===== src/rtl/core/dda_pkg.sv =====
// ----------------------------------------------------------------------------
// dda_pkg: shared types for the decimal digit accumulator
// Beat payloads, operation codes, cell control and a small divide by ten.
// ----------------------------------------------------------------------------
package dda_pkg;

  localparam int OPERAND_W  = 31;
  localparam int DIGIT_W    = 4;
  // decimal digits needed to hold the widest operand
  localparam int BCD_DIGITS = 10;
  // cell carry runs 0..18
  localparam int CARRY_W    = 5;
  // cell sum d*v + c runs 0..99
  localparam int SUM_W      = 7;

  typedef enum logic [1:0] {
    OP_LOAD = 2'd0,
    OP_ADD  = 2'd1,
    OP_MUL  = 2'd2,
    OP_READ = 2'd3
  } op_t;

  typedef struct packed {
    op_t                  op;
    logic [OPERAND_W-1:0] operand;
  } in_t;

  typedef struct packed {
    logic [DIGIT_W-1:0] digit;
    logic               last;
  } out_t;

  typedef struct packed {
    logic clear;
    logic conv;
    logic shift;
    logic mul;
  } cell_ctrl_t;

  // Split a value of 0..99 into quotient and remainder by ten.
  function automatic logic [7:0] div10(input logic [SUM_W-1:0] s);
    logic [14:0] p;
    logic [3:0]  q;
    logic [6:0]  r;
    p = 15'(s) * 15'd205;
    q = p[14:11];
    r = s - 7'(q) * 7'd10;
    return {q, r[3:0]};
  endfunction

endpackage


===== src/rtl/core/dda_cell.sv =====
// ----------------------------------------------------------------------------
// dda_cell: one decimal position of the operand and carry chain
// Holds one operand digit and one carry of 0..18; converts, shifts or multiplies.
// ----------------------------------------------------------------------------
module dda_cell (
  input  logic                        clk,
  input  dda_pkg::cell_ctrl_t         ctrl,
  input  logic [dda_pkg::DIGIT_W-1:0] d,
  input  logic                        bit_in,
  output logic                        bit_out,
  input  logic [dda_pkg::DIGIT_W-1:0] v_up,
  output logic [dda_pkg::DIGIT_W-1:0] v,
  input  logic [dda_pkg::DIGIT_W-1:0] b_up,
  output logic [dda_pkg::DIGIT_W-1:0] b
);
  import dda_pkg::*;

  logic [CARRY_W-1:0] c;
  logic [DIGIT_W-1:0] adj;
  logic [SUM_W-1:0]   s;
  logic [7:0]         qr;

  // double dabble: add three before the shift when the digit is five or more
  assign adj     = (v >= 4'd5) ? v + 4'd3 : v;
  assign bit_out = adj[3];

  assign s  = SUM_W'(d) * SUM_W'(v) + SUM_W'(c);
  assign qr = div10(s);
  assign b  = qr[3:0];

  always_ff @(posedge clk) begin
    if (ctrl.clear) begin
      v <= '0;
      c <= '0;
    end else if (ctrl.conv) begin
      v <= {adj[2:0], bit_in};
    end else if (ctrl.shift) begin
      v <= v_up;
    end else if (ctrl.mul) begin
      // keep the low part of the upper neighbor, absorb our own tens
      c <= CARRY_W'(b_up) + CARRY_W'(qr[7:4]);
    end
  end

endmodule


===== src/rtl/core/decimal_digit_accumulator.sv =====
// ----------------------------------------------------------------------------
// decimal_digit_accumulator: fixed-length decimal number, load/add/mul/read
// Digit ring of DIGITS cells plus a ten-cell operand chain for exact multiply.
// ----------------------------------------------------------------------------
//
//   channel  direction  payload            handshake
//   in       in         op, operand        in_valid / in_stall
//   out      out        digit, last        out_valid / out_stall
//
// Load, add and multiply run 31 double dabble steps that turn the operand
// into ten decimal digits, then the digit ring rotates once, one digit per
// cycle through the operand chain. Read takes one ring step per digit looked
// at and waits out any out_stall. A synchronous reset clears the stored
// number to zero. A stalled output beat holds the ring in read; a new item
// is taken while the last beat of a read still waits.
//
module decimal_digit_accumulator #(
  parameter int DIGITS = 40
) (
  input  logic          clk,
  input  logic          rst,
  input  logic          in_valid,
  output logic          in_stall,
  input  dda_pkg::in_t  in_data,
  output logic          out_valid,
  input  logic          out_stall,
  output dda_pkg::out_t out_data
);
  import dda_pkg::*;

  localparam int CNT_MAX = (DIGITS > OPERAND_W) ? DIGITS : OPERAND_W;
  localparam int CNT_W   = $clog2(CNT_MAX);

  typedef enum logic [3:0] {
    ST_IDLE = 4'b0001,
    ST_CONV = 4'b0010,
    ST_RUN  = 4'b0100,
    ST_READ = 4'b1000
  } state_t;

  state_t               state, state_next;
  logic [CNT_W-1:0]     cnt;
  op_t                  op_q;
  logic [OPERAND_W-1:0] bin;
  logic                 acarry;
  logic                 started;
  logic [DIGIT_W-1:0]   store [DIGITS];
  logic                 res_valid;
  out_t                 res_data;

  logic accept, conv_last, ring_last, slot_free, run_step, read_step, emit;
  logic [DIGIT_W-1:0] cur_top, new_digit;
  logic [DIGIT_W:0]   add_sum;
  cell_ctrl_t         ctrl;

  logic [DIGIT_W-1:0] v_chain [BCD_DIGITS+1];
  logic [DIGIT_W-1:0] b_chain [BCD_DIGITS+1];
  logic               bit_chain [BCD_DIGITS+1];

  assign in_stall  = (state != ST_IDLE);
  assign accept    = in_valid && !in_stall;
  assign conv_last = (cnt == CNT_W'(OPERAND_W - 1));
  assign ring_last = (cnt == CNT_W'(DIGITS - 1));

  // read advances only when the output register is free or drains this cycle
  assign slot_free = !res_valid || !out_stall;
  assign run_step  = (state == ST_RUN);
  assign read_step = (state == ST_READ) && slot_free;

  // --- operand chain -------------------------------------------------------
  assign ctrl.clear = accept;
  assign ctrl.conv  = (state == ST_CONV);
  assign ctrl.shift = run_step && (op_q == OP_LOAD || op_q == OP_ADD);
  assign ctrl.mul   = run_step && (op_q == OP_MUL);

  assign bit_chain[0]          = bin[OPERAND_W-1];
  assign v_chain[BCD_DIGITS]   = '0;
  assign b_chain[BCD_DIGITS]   = '0;

  for (genvar j = 0; j < BCD_DIGITS; j++) begin : g_cell
    dda_cell u_cell (
      .clk     (clk),
      .ctrl    (ctrl),
      .d       (store[0]),
      .bit_in  (bit_chain[j]),
      .bit_out (bit_chain[j+1]),
      .v_up    (v_chain[j+1]),
      .v       (v_chain[j]),
      .b_up    (b_chain[j+1]),
      .b       (b_chain[j])
    );
  end

  // --- digit produced at the ring head ---------------------------------------
  assign add_sum = (DIGIT_W+1)'(store[0]) + (DIGIT_W+1)'(v_chain[0])
                 + (DIGIT_W+1)'(acarry);

  always_comb begin
    case (op_q)
      OP_LOAD: new_digit = v_chain[0];
      OP_ADD:  new_digit = (add_sum >= 5'd10) ? DIGIT_W'(add_sum - 5'd10)
                                              : add_sum[DIGIT_W-1:0];
      OP_MUL:  new_digit = b_chain[0];
      default: new_digit = store[0];
    endcase
  end

  // --- read selection ----------------------------------------------------------
  assign cur_top = store[DIGITS-1];
  // drop leading zeros, but always emit the least significant digit
  assign emit    = started || (cur_top != '0) || ring_last;

  // --- control ---------------------------------------------------------------
  always_comb begin
    state_next = state;
    case (state)
      ST_IDLE: if (accept) begin
        state_next = (in_data.op == OP_READ) ? ST_READ : ST_CONV;
      end
      ST_CONV: if (conv_last) begin
        state_next = ST_RUN;
      end
      ST_RUN:  if (ring_last) begin
        state_next = ST_IDLE;
      end
      ST_READ: if (read_step && ring_last) begin
        state_next = ST_IDLE;
      end
      default: state_next = ST_IDLE;
    endcase
  end

  always_ff @(posedge clk) begin
    if (rst) begin
      state <= ST_IDLE;
      cnt   <= '0;
    end else begin
      state <= state_next;
      if (accept || (state == ST_CONV && conv_last) || (run_step && ring_last)) begin
        cnt <= '0;
      end else if (state == ST_CONV || run_step || read_step) begin
        cnt <= cnt + 1'b1;
      end
    end
  end

  always_ff @(posedge clk) begin
    if (accept) begin
      op_q    <= in_data.op;
      bin     <= in_data.operand;
      acarry  <= 1'b0;
      started <= 1'b0;
    end else begin
      if (state == ST_CONV) begin
        bin <= {bin[OPERAND_W-2:0], 1'b0};
      end
      if (run_step) begin
        acarry <= (add_sum >= 5'd10);
      end
      if (read_step && emit) begin
        started <= 1'b1;
      end
    end
  end

  // --- digit ring: rotate down on a pass, up on a read -----------------------
  always_ff @(posedge clk) begin
    if (rst) begin
      for (int i = 0; i < DIGITS; i++) begin
        store[i] <= '0;
      end
    end else if (run_step) begin
      for (int i = 0; i < DIGITS - 1; i++) begin
        store[i] <= store[i+1];
      end
      store[DIGITS-1] <= new_digit;
    end else if (read_step) begin
      for (int i = 1; i < DIGITS; i++) begin
        store[i] <= store[i-1];
      end
      store[0] <= cur_top;
    end
  end

  // --- output register ---------------------------------------------------------
  always_ff @(posedge clk) begin
    if (rst) begin
      res_valid <= 1'b0;
    end else if (read_step && emit) begin
      res_valid <= 1'b1;
    end else if (!out_stall) begin
      res_valid <= 1'b0;
    end
  end

  always_ff @(posedge clk) begin
    if (read_step && emit) begin
      res_data.digit <= cur_top;
      res_data.last  <= ring_last;
    end
  end

  assign out_valid = res_valid;
  assign out_data  = res_data;

  // --- assertions --------------------------------------------------------------
  a_top_digit_decimal: assert property (@(posedge clk) disable iff (rst)
    cur_top <= 4'd9)
    else $error("stored digit out of decimal range");

  a_out_digit_decimal: assert property (@(posedge clk) disable iff (rst)
    out_valid |-> out_data.digit <= 4'd9)
    else $error("output digit out of decimal range");

  a_inner_beat_in_read: assert property (@(posedge clk) disable iff (rst)
    (out_valid && !out_data.last) |-> state == ST_READ)
    else $error("read run ended before its last beat");

  a_conv_length: assert property (@(posedge clk) disable iff (rst)
    (state == ST_CONV && !conv_last) |=> state == ST_CONV)
    else $error("operand conversion cut short");

  a_conv_no_overflow: assert property (@(posedge clk) disable iff (rst)
    (state == ST_CONV) |-> !bit_chain[BCD_DIGITS])
    else $error("operand conversion overflowed the cell chain");

endmodule


===== config.mk =====
export PLATFORM = sky130hd
export DESIGN_NAME = decimal_digit_accumulator
export DESIGN_NICKNAME = d
export VERILOG_FILES = /design/src/rtl/core/dda_pkg.sv /design/src/rtl/core/dda_cell.sv /design/src/rtl/core/decimal_digit_accumulator.sv
export SDC_FILE = /design/constraint.sdc
export NUM_CORES = 1
export LEC_CHECK = 0
export BUFFER_PORTS_ARGS = -buffer_cell sky130_fd_sc_hd__buf_4
export CORE_UTILIZATION = 50
export DETAILED_ROUTE_END_ITERATION = 10
export PLACE_DENSITY = 0.63
export SLEW_MARGIN = 20
export SYNTH_ARGS = -nofsm -noshare
export SYNTH_HDL_FRONTEND = slang
export SYNTH_SLANG_ARGS = --single-unit

===== constraint.sdc =====
create_clock -name clk -period 14.9 [get_ports clk]
set_input_delay 1.49 -clock clk [delete_from_list [all_inputs] [get_ports clk]]
set_output_delay 1.49 -clock clk [all_outputs]
set_load 0.1 [all_outputs]

==> metrics.csv, run 1 <==
metric,value,unit
run status,"complete, no violations",
antenna violation net count after detailed routing,0,
"commonest non-fill, non-tap cells in the layout","sky130_fd_sc_hd__ha_1 (547), sky130_fd_sc_hd__inv_1 (498), sky130_fd_sc_hd__nand2_1 (314)",
Worst slew margin,30.4,%
max-slew violation count,0,
clock latency reported for the late side of the worst-skew pair,550,ps
Setup Viol. Count Final,0,
Max-Cap Viols,0,
number of buffers inserted by hold repair at cts,0,
total gr overflow,0,
number of clock buffers inserted by TritonCTS,35,
site row count,87,
Max IR drop VDD,66.5,uV
HPWL Detailed,43800,um
total inserted antenna cells,0,
count of routing violations after the opening detailed-route iteration,1060,
"CTS clk-pin slew, worst paths",60,ps
effective utilization at floorplan,50.7,%
path category of the worst min-delay check,flop to flop,
clock tree from TritonCTS,yes,
crit path max fanout,24,
clock tree root driver cell,sky130_fd_sc_hd__clkbuf_16,
Most Crowded Layer GR,met2,
total track usage,20.5,%
Most common cell on crit path,sky130_fd_sc_hd__inv_1,
Max clock buf depth,3,
number of resized instances in the post-cts repair step,0,
# port buffers,43,
height of the chip,242,um
core area,56600,um2
global-route wire length before repair,101000,um
share of synthesized registers carrying an async set or reset,0,%
Post-Synthesis Cell Area,28700,um2
dpl ws,5830,ps
mean instance size in the synthesized netlist,9.73,um2
most frequent standard cell in the layout excluding fill and tap cells,sky130_fd_sc_hd__ha_1,
top flip-flop cell by instance count after synthesis,sky130_fd_sc_hd__edfxtp_1,
maximum clock skew at final layout,13.4,ps
number of nets at the end of the flow,3685,
Worst path max stage delay,1040,ps
core occupancy in the finished layout,54.3,%
leakage power of the design,15.6,nW
clock tree sinks,300,
share of the clock period used by the worst path after layout,61.0,%
nets in the synthesized netlist,3705,
"Data arrival, critical path",9560,ps
met3 routing resource usage after global routing,2.05,%
Final Hold Violating Endpoints,0,
total number of H-tree levels,2,
Cells after Synth,2951,
synthesis-to-layout area growth,7.08,%
number of warning messages in the yosys log,0,
DIE AREA,58400,um2
flip-flop and latch count after synthesis,300,
setup repair after global routing missed its margin,false,
wire per inst,15.8,um
IO Pins,44,
met1 usage in global routing,27.4,%
antenna violations before repair,0,
first-pass iteration count of the detailed router,5,
number of enable-type register cells in the synthesized netlist,198,
overall power,0.00249,W
number of unique standard cell types used by synthesis,59,
worst hold slack,453,ps
shortest period the worst path allows,9090,ps
Sum Neg Setup Slack,0,ps
least setup slack across all paths after layout,5810,ps
vias in the first global route,20800,
Chip Width,242,um
"wirelength, routed",58700,um
Vias,19900,
element type at the critical path end,flop,
Critical Path Source Type,flop,
drc violations,0,
post-CTS setup repair buffer count,0,
largest net degree at the start of global routing,86,
global placer's final weighted congestion,0.846,
transition time of the tightest slew-check pin,1040,ps
total power divided by cell area,81.1,nW/um2
mean number of vias per cell,5.37,
M2 GR Usage,35.3,%
number of fill cells,5000,
Crit Path Class,flop to flop,
crit path max-delay cell type,sky130_fd_sc_hd__edfxtp_1,
achievable frequency,110,MHz
ratio of cells with drive above 1 in the final layout,4.53,%
data required time of the worst path,15370,ps
sequential cell area fraction in the yosys report,27.8,%
[flip-flops by register name, indices dropped and copies added, names as in the netlist]
signal           flops
out_data             5
cnt                  6
op_q                 2
g_cell.u_cell.c     49
g_cell.u_cell.v     40
bin                 31
started              1
store              160
out_valid            1
state                4
acarry               1
[where the power goes]
part           leakage [nW]  total [W]  switching [W]  internal (W)
Combinational          12.3   0.000689       0.000406      0.000282
Clock                 0.518   0.000811       0.000364      0.000446
Sequential             2.84   0.000994      0.0000500      0.000944
Total                  15.6    0.00249       0.000821       0.00167
[layout make-up]
| type | count | area [um2] | share of cell area, % |
|---|---|---|---|
| multi-input combinational | 2030 | 18400 | 59.7 |
| tap | 756 | 946 | 3.08 |
| inverter | 499 | 1880 | 6.10 |
| timing repair buffer | 65 | 508 | 1.65 |
| clock buffer | 42 | 922 | 3.00 |
| clock inverter | 20 | 134 | 0.436 |
| sequential | 300 | 7990 | 26.0 |
[synth_stat cells (all sizes together), types with 4 or more instances]
cell    instances  area (um2)
and3            4        30.0
a21o           31         233
a211oi         26         195
xnor2         136        1190
a41oi           6        52.6
inv           499        1870
a22o          138        1210
xor2           47         419
o31ai           4        30.0
nor3           29         145
fa            170        3400
a2111o          6        67.6
buf            33         173
a21oi         162         822
nand3          12        60.1
ha            547        6840
o21a            6        45.0
nand2         315        1180
dfxtp         102        2040
o21ai          54         270
nor3b           6        45.0
nor2          100         383
a32oi           9        78.8
and2           86         538
o22ai           4        25.0
nor2b          20         125
edfxtp        198        5950
nand4          10        62.6
a311oi         28         245
clkbuf         89         337
o21bai         24         180
a31oi          11        68.8
or2             4        25.0
nand2b         10        62.6
[kinds of logic (layout without fill, tap and decap cells)]
family | Yosys count | in the layout | synth area share [%]
muxes | 3 | 3 | 0.192
adders and majority gates | 717 | 717 | 35.7
and+or+nand+nor | 606 | 606 | 9.61
xor gates and xnor gates | 185 | 185 | 5.77
DFF | 300 | 300 | 27.8
AOI/OAI and AO/OA | 519 | 519 | 12.6
buffers and inverters | 621 | 626 | 8.30
[path summary, 6_finish.rpt]
path / start / endpoint / slack (ps) / cells past startpoint
max: store[0][1]$_SDFFCE_PN0P_ / g_cell[6].u_cell.c[3]$_SDFFE_PP0P_ / 5810 / 38
min: g_cell[2].u_cell.c[3]$_SDFFE_PP0P_ / g_cell[2].u_cell.c[3]$_SDFFE_PP0P_ / 450 / 2
max reg2reg: store[0][1]$_SDFFCE_PN0P_ / g_cell[6].u_cell.c[3]$_SDFFE_PP0P_ / 5810 / 38
min reg2reg: g_cell[2].u_cell.c[3]$_SDFFE_PP0P_ / g_cell[2].u_cell.c[3]$_SDFFE_PP0P_ / 450 / 2
[stage by stage]
stage / instances / instance area (um2)
after detailed placement: 3649 / 29700
after global placement: 3649 / 29700
final: 3712 / 30700
after global routing: 3712 / 30700
after CTS: 3711 / 30700
after floorplan: 2951 / 28700
[routing by layer]
layer / up-vias / routed length [um] / share of wire (%)
li1: 9912 / - / -
met1: 9726 / 27700 / 47
met2: 231 / 28300 / 48
met3: 70 / 1510 / 2.6
met4: 0 / 1170 / 2.0
met5: - / 0 / 0
[worst max-delay path, delay by kind of cell, from the launching register on]
kind / cells / cell delay (ps)
AOI/OAI and AO/OA: 10 / 1920
DFF: 1 / 1040
buffers and inverters: 9 / 770
adders and majority gates: 11 / 3790
and+or+nand+nor: 2 / 200
xor gates and xnor gates: 6 / 1270
No activity file was read; power rests on OpenSTA's default activity.
==> run 2, diff against run 1 <==
PLACE_DENSITY = 0.65   (was 0.63)
clock period = 8.3 ns   (was 14.9 ns; I/O delays follow)
==> metrics.csv, run 2 (synthesis gave the netlist of run 1 again) <==
metric,value,unit,change
run status,"complete, no violations",,
Most common cell on crit path,sky130_fd_sc_hd__inv_1,,
maximum clock skew at final layout,13.6,ps,+0.211 ps
wire per inst,16.1,um,+1.8%
clock tree sinks,300,,unchanged
number of nets at the end of the flow,3762,,+2.1%
IO Pins,44,,unchanged
total gr overflow,0,,unchanged
"wirelength, routed",61000,um,+3.9%
"CTS clk-pin slew, worst paths",60,ps,about the same
global-route wire length before repair,102000,um,+0.79%
path category of the worst min-delay check,flop to flop,,
overall power,0.00480,W,+93%
total power divided by cell area,149,nW/um2,+84%
ratio of cells with drive above 1 in the final layout,10.6,%,+6.1 points
count of routing violations after the opening detailed-route iteration,1087,,+2.5%
total placed instance area,30100,um2,+1.3%
Max IR drop VDD,191,uV,+190%
element type at the critical path end,flop,,
Top reg by flops,store,,
vias in the first global route,21100,,+1.5%
global placer's final weighted congestion,0.840,,-0.71%
Vias,20500,,+2.9%
total number of H-tree levels,2,,unchanged
"commonest non-fill, non-tap cells in the layout","sky130_fd_sc_hd__ha_1 (534), sky130_fd_sc_hd__inv_1 (492), sky130_fd_sc_hd__nand2_1 (314)",,
max-slew violation count,0,,unchanged
most frequent standard cell in the layout excluding fill and tap cells,sky130_fd_sc_hd__ha_1,,
dpl ws,-152,ps,-5980 ps
Setup Viol. Count Final,0,,unchanged
antenna violations before repair,0,,unchanged
least setup slack across all paths after layout,254,ps,-5560 ps
Critical Path Source Type,flop,,
Clock power frac,34.7,%,+2.2 points
share of the clock period used by the worst path after layout,96.9,%,+36 points
biggest regs,"store x160, g_cell.u_cell.c x49, g_cell.u_cell.v x40",,
Worst slew margin,31.2,%,+0.82 points
achievable frequency,124,MHz,+13%
number of fill cells,4850,,-3.0%
core occupancy in the finished layout,56.9,%,+2.6 points
Max-Cap Viols,0,,unchanged
# port buffers,43,,unchanged
"Data arrival, critical path",8520,ps,-1040 ps
site row count,87,,unchanged
Chip Width,242,um,unchanged
clock latency reported for the late side of the worst-skew pair,550,ps,about the same
leakage power of the design,16.3,nW,+4.5%
clock tree from TritonCTS,yes,,
synthesis-to-layout area growth,12.2,%,
worst hold slack,457,ps,+3.70 ps
transition time of the tightest slew-check pin,1030,ps,-15.4 ps
final cell area excluding filler cells,32200,um2,+4.8%
height of the chip,242,um,unchanged
Max clock buf depth,3,,unchanged
number of clock buffers inserted by TritonCTS,37,,+5.7%
DIE AREA,58400,um2,unchanged
number of flip-flops under the largest register name,160,,unchanged
fraction of power consumed by combinational cells,28.5,%,+0.9 points
Final Hold Violating Endpoints,0,,unchanged
total inserted antenna cells,0,,unchanged
crit path max-delay cell type,sky130_fd_sc_hd__fa_1,,
proportion of total power due to net switching,32.0,%,-0.94 points
core area,56600,um2,unchanged
total net switching power,0.00153,W,+87%
drc violations,0,,unchanged
part of the total power dissipated in sequential elements,36.9,%,-3.0 points
clock tree root driver cell,sky130_fd_sc_hd__clkbuf_16,,
antenna violation net count after detailed routing,0,,unchanged
internal power,0.00327,W,+95%
largest net degree at the start of global routing,90,,+4.7%
shortest period the worst path allows,8050,ps,-1040 ps
crit path max fanout,8,,-67%
HPWL Detailed,44700,um,+2.1%
Crit Path Class,flop to flop,,
setup repair after global routing missed its margin,true,,
effective utilization at floorplan,50.7,%,unchanged
total track usage,20.7,%,+0.27 points
mean number of vias per cell,5.41,,+0.76%
first-pass iteration count of the detailed router,5,,unchanged
data required time of the worst path,8770,ps,-6600 ps
Worst path max stage delay,530,ps,-510 ps
==> run 2: through the flow <==
stage	instances	setup TNS, ps
global route	3791	-1000
global placement	3695	-9.86
floorplan	2951	0
finish	3791	0
detailed placement	3695	-729
CTS	3765	0
==> run 2: layout make-up <==
class	instances	area, um2	share of cell area (%)
Timing Repair Buffer	140	1190	3.69
Clock inverter	22	273	0.847
Inverter	499	1880	5.82
Clock buffer	44	962	2.99
Multi-Input combinational cell	2030	19000	58.9
Sequential cell	300	7990	24.8
Tap cell	756	946	2.94
==> run 2: final timing paths <==
| path | slack [ps] | cells after the start | startpoint | endpoint |
|---|---|---|---|---|
| worst max register to register | 250 | 36 | store[0][0]$_SDFFCE_PN0P_ | g_cell[6].u_cell.c[3]$_SDFFE_PP0P_ |
| worst min register to register | 460 | 2 | g_cell[2].u_cell.c[3]$_SDFFE_PP0P_ | g_cell[2].u_cell.c[3]$_SDFFE_PP0P_ |
| worst min-delay path | 460 | 2 | g_cell[2].u_cell.c[3]$_SDFFE_PP0P_ | g_cell[2].u_cell.c[3]$_SDFFE_PP0P_ |
| worst max-delay path | 250 | 36 | store[0][0]$_SDFFCE_PN0P_ | g_cell[6].u_cell.c[3]$_SDFFE_PP0P_ |
==> run 2: what timing repair did <==
action,in CTS,in global routing
hold buffers,0,0
setup buffers,3,24
endpoints found under the setup margin,8,26
pin swaps,3,44
gates cloned,1,2
resized for setup,12,115
==> run 2: layer usage <==
| metal | wire length [um] | share of wire, % | global-route usage, % |
|---|---|---|---|
| met5 | 0 | 0 | 0 |
| met4 | 1240 | 2.0 | 6.11 |
| met3 | 1840 | 3.0 | 2.05 |
| met2 | 30300 | 50 | 35.9 |
| met1 | 27600 | 45 | 27.4 |
==> run 2: power by group through the flow <==
stage | Clock (W) | Combinational [W] | Sequential, W
finish | 0.00166 | 0.00137 | 0.00177
floorplan | 0 | 0.000957 | 0.00177
global route | 0.00175 | 0.00157 | 0.00178
global placement | 0 | 0.00124 | 0.00180
CTS | 0.00170 | 0.00131 | 0.00177
detailed placement | 0 | 0.00129 | 0.00180
==> run 2: worst max-delay path: cells and delay by family (launching register included) <==
family          cells  cell delay [ps]
xor+xnor            6             1040
buf+inv             8              670
simple gates        2              180
compound gates      9             1470
fa+ha+maj          11             4160
flops               1              430
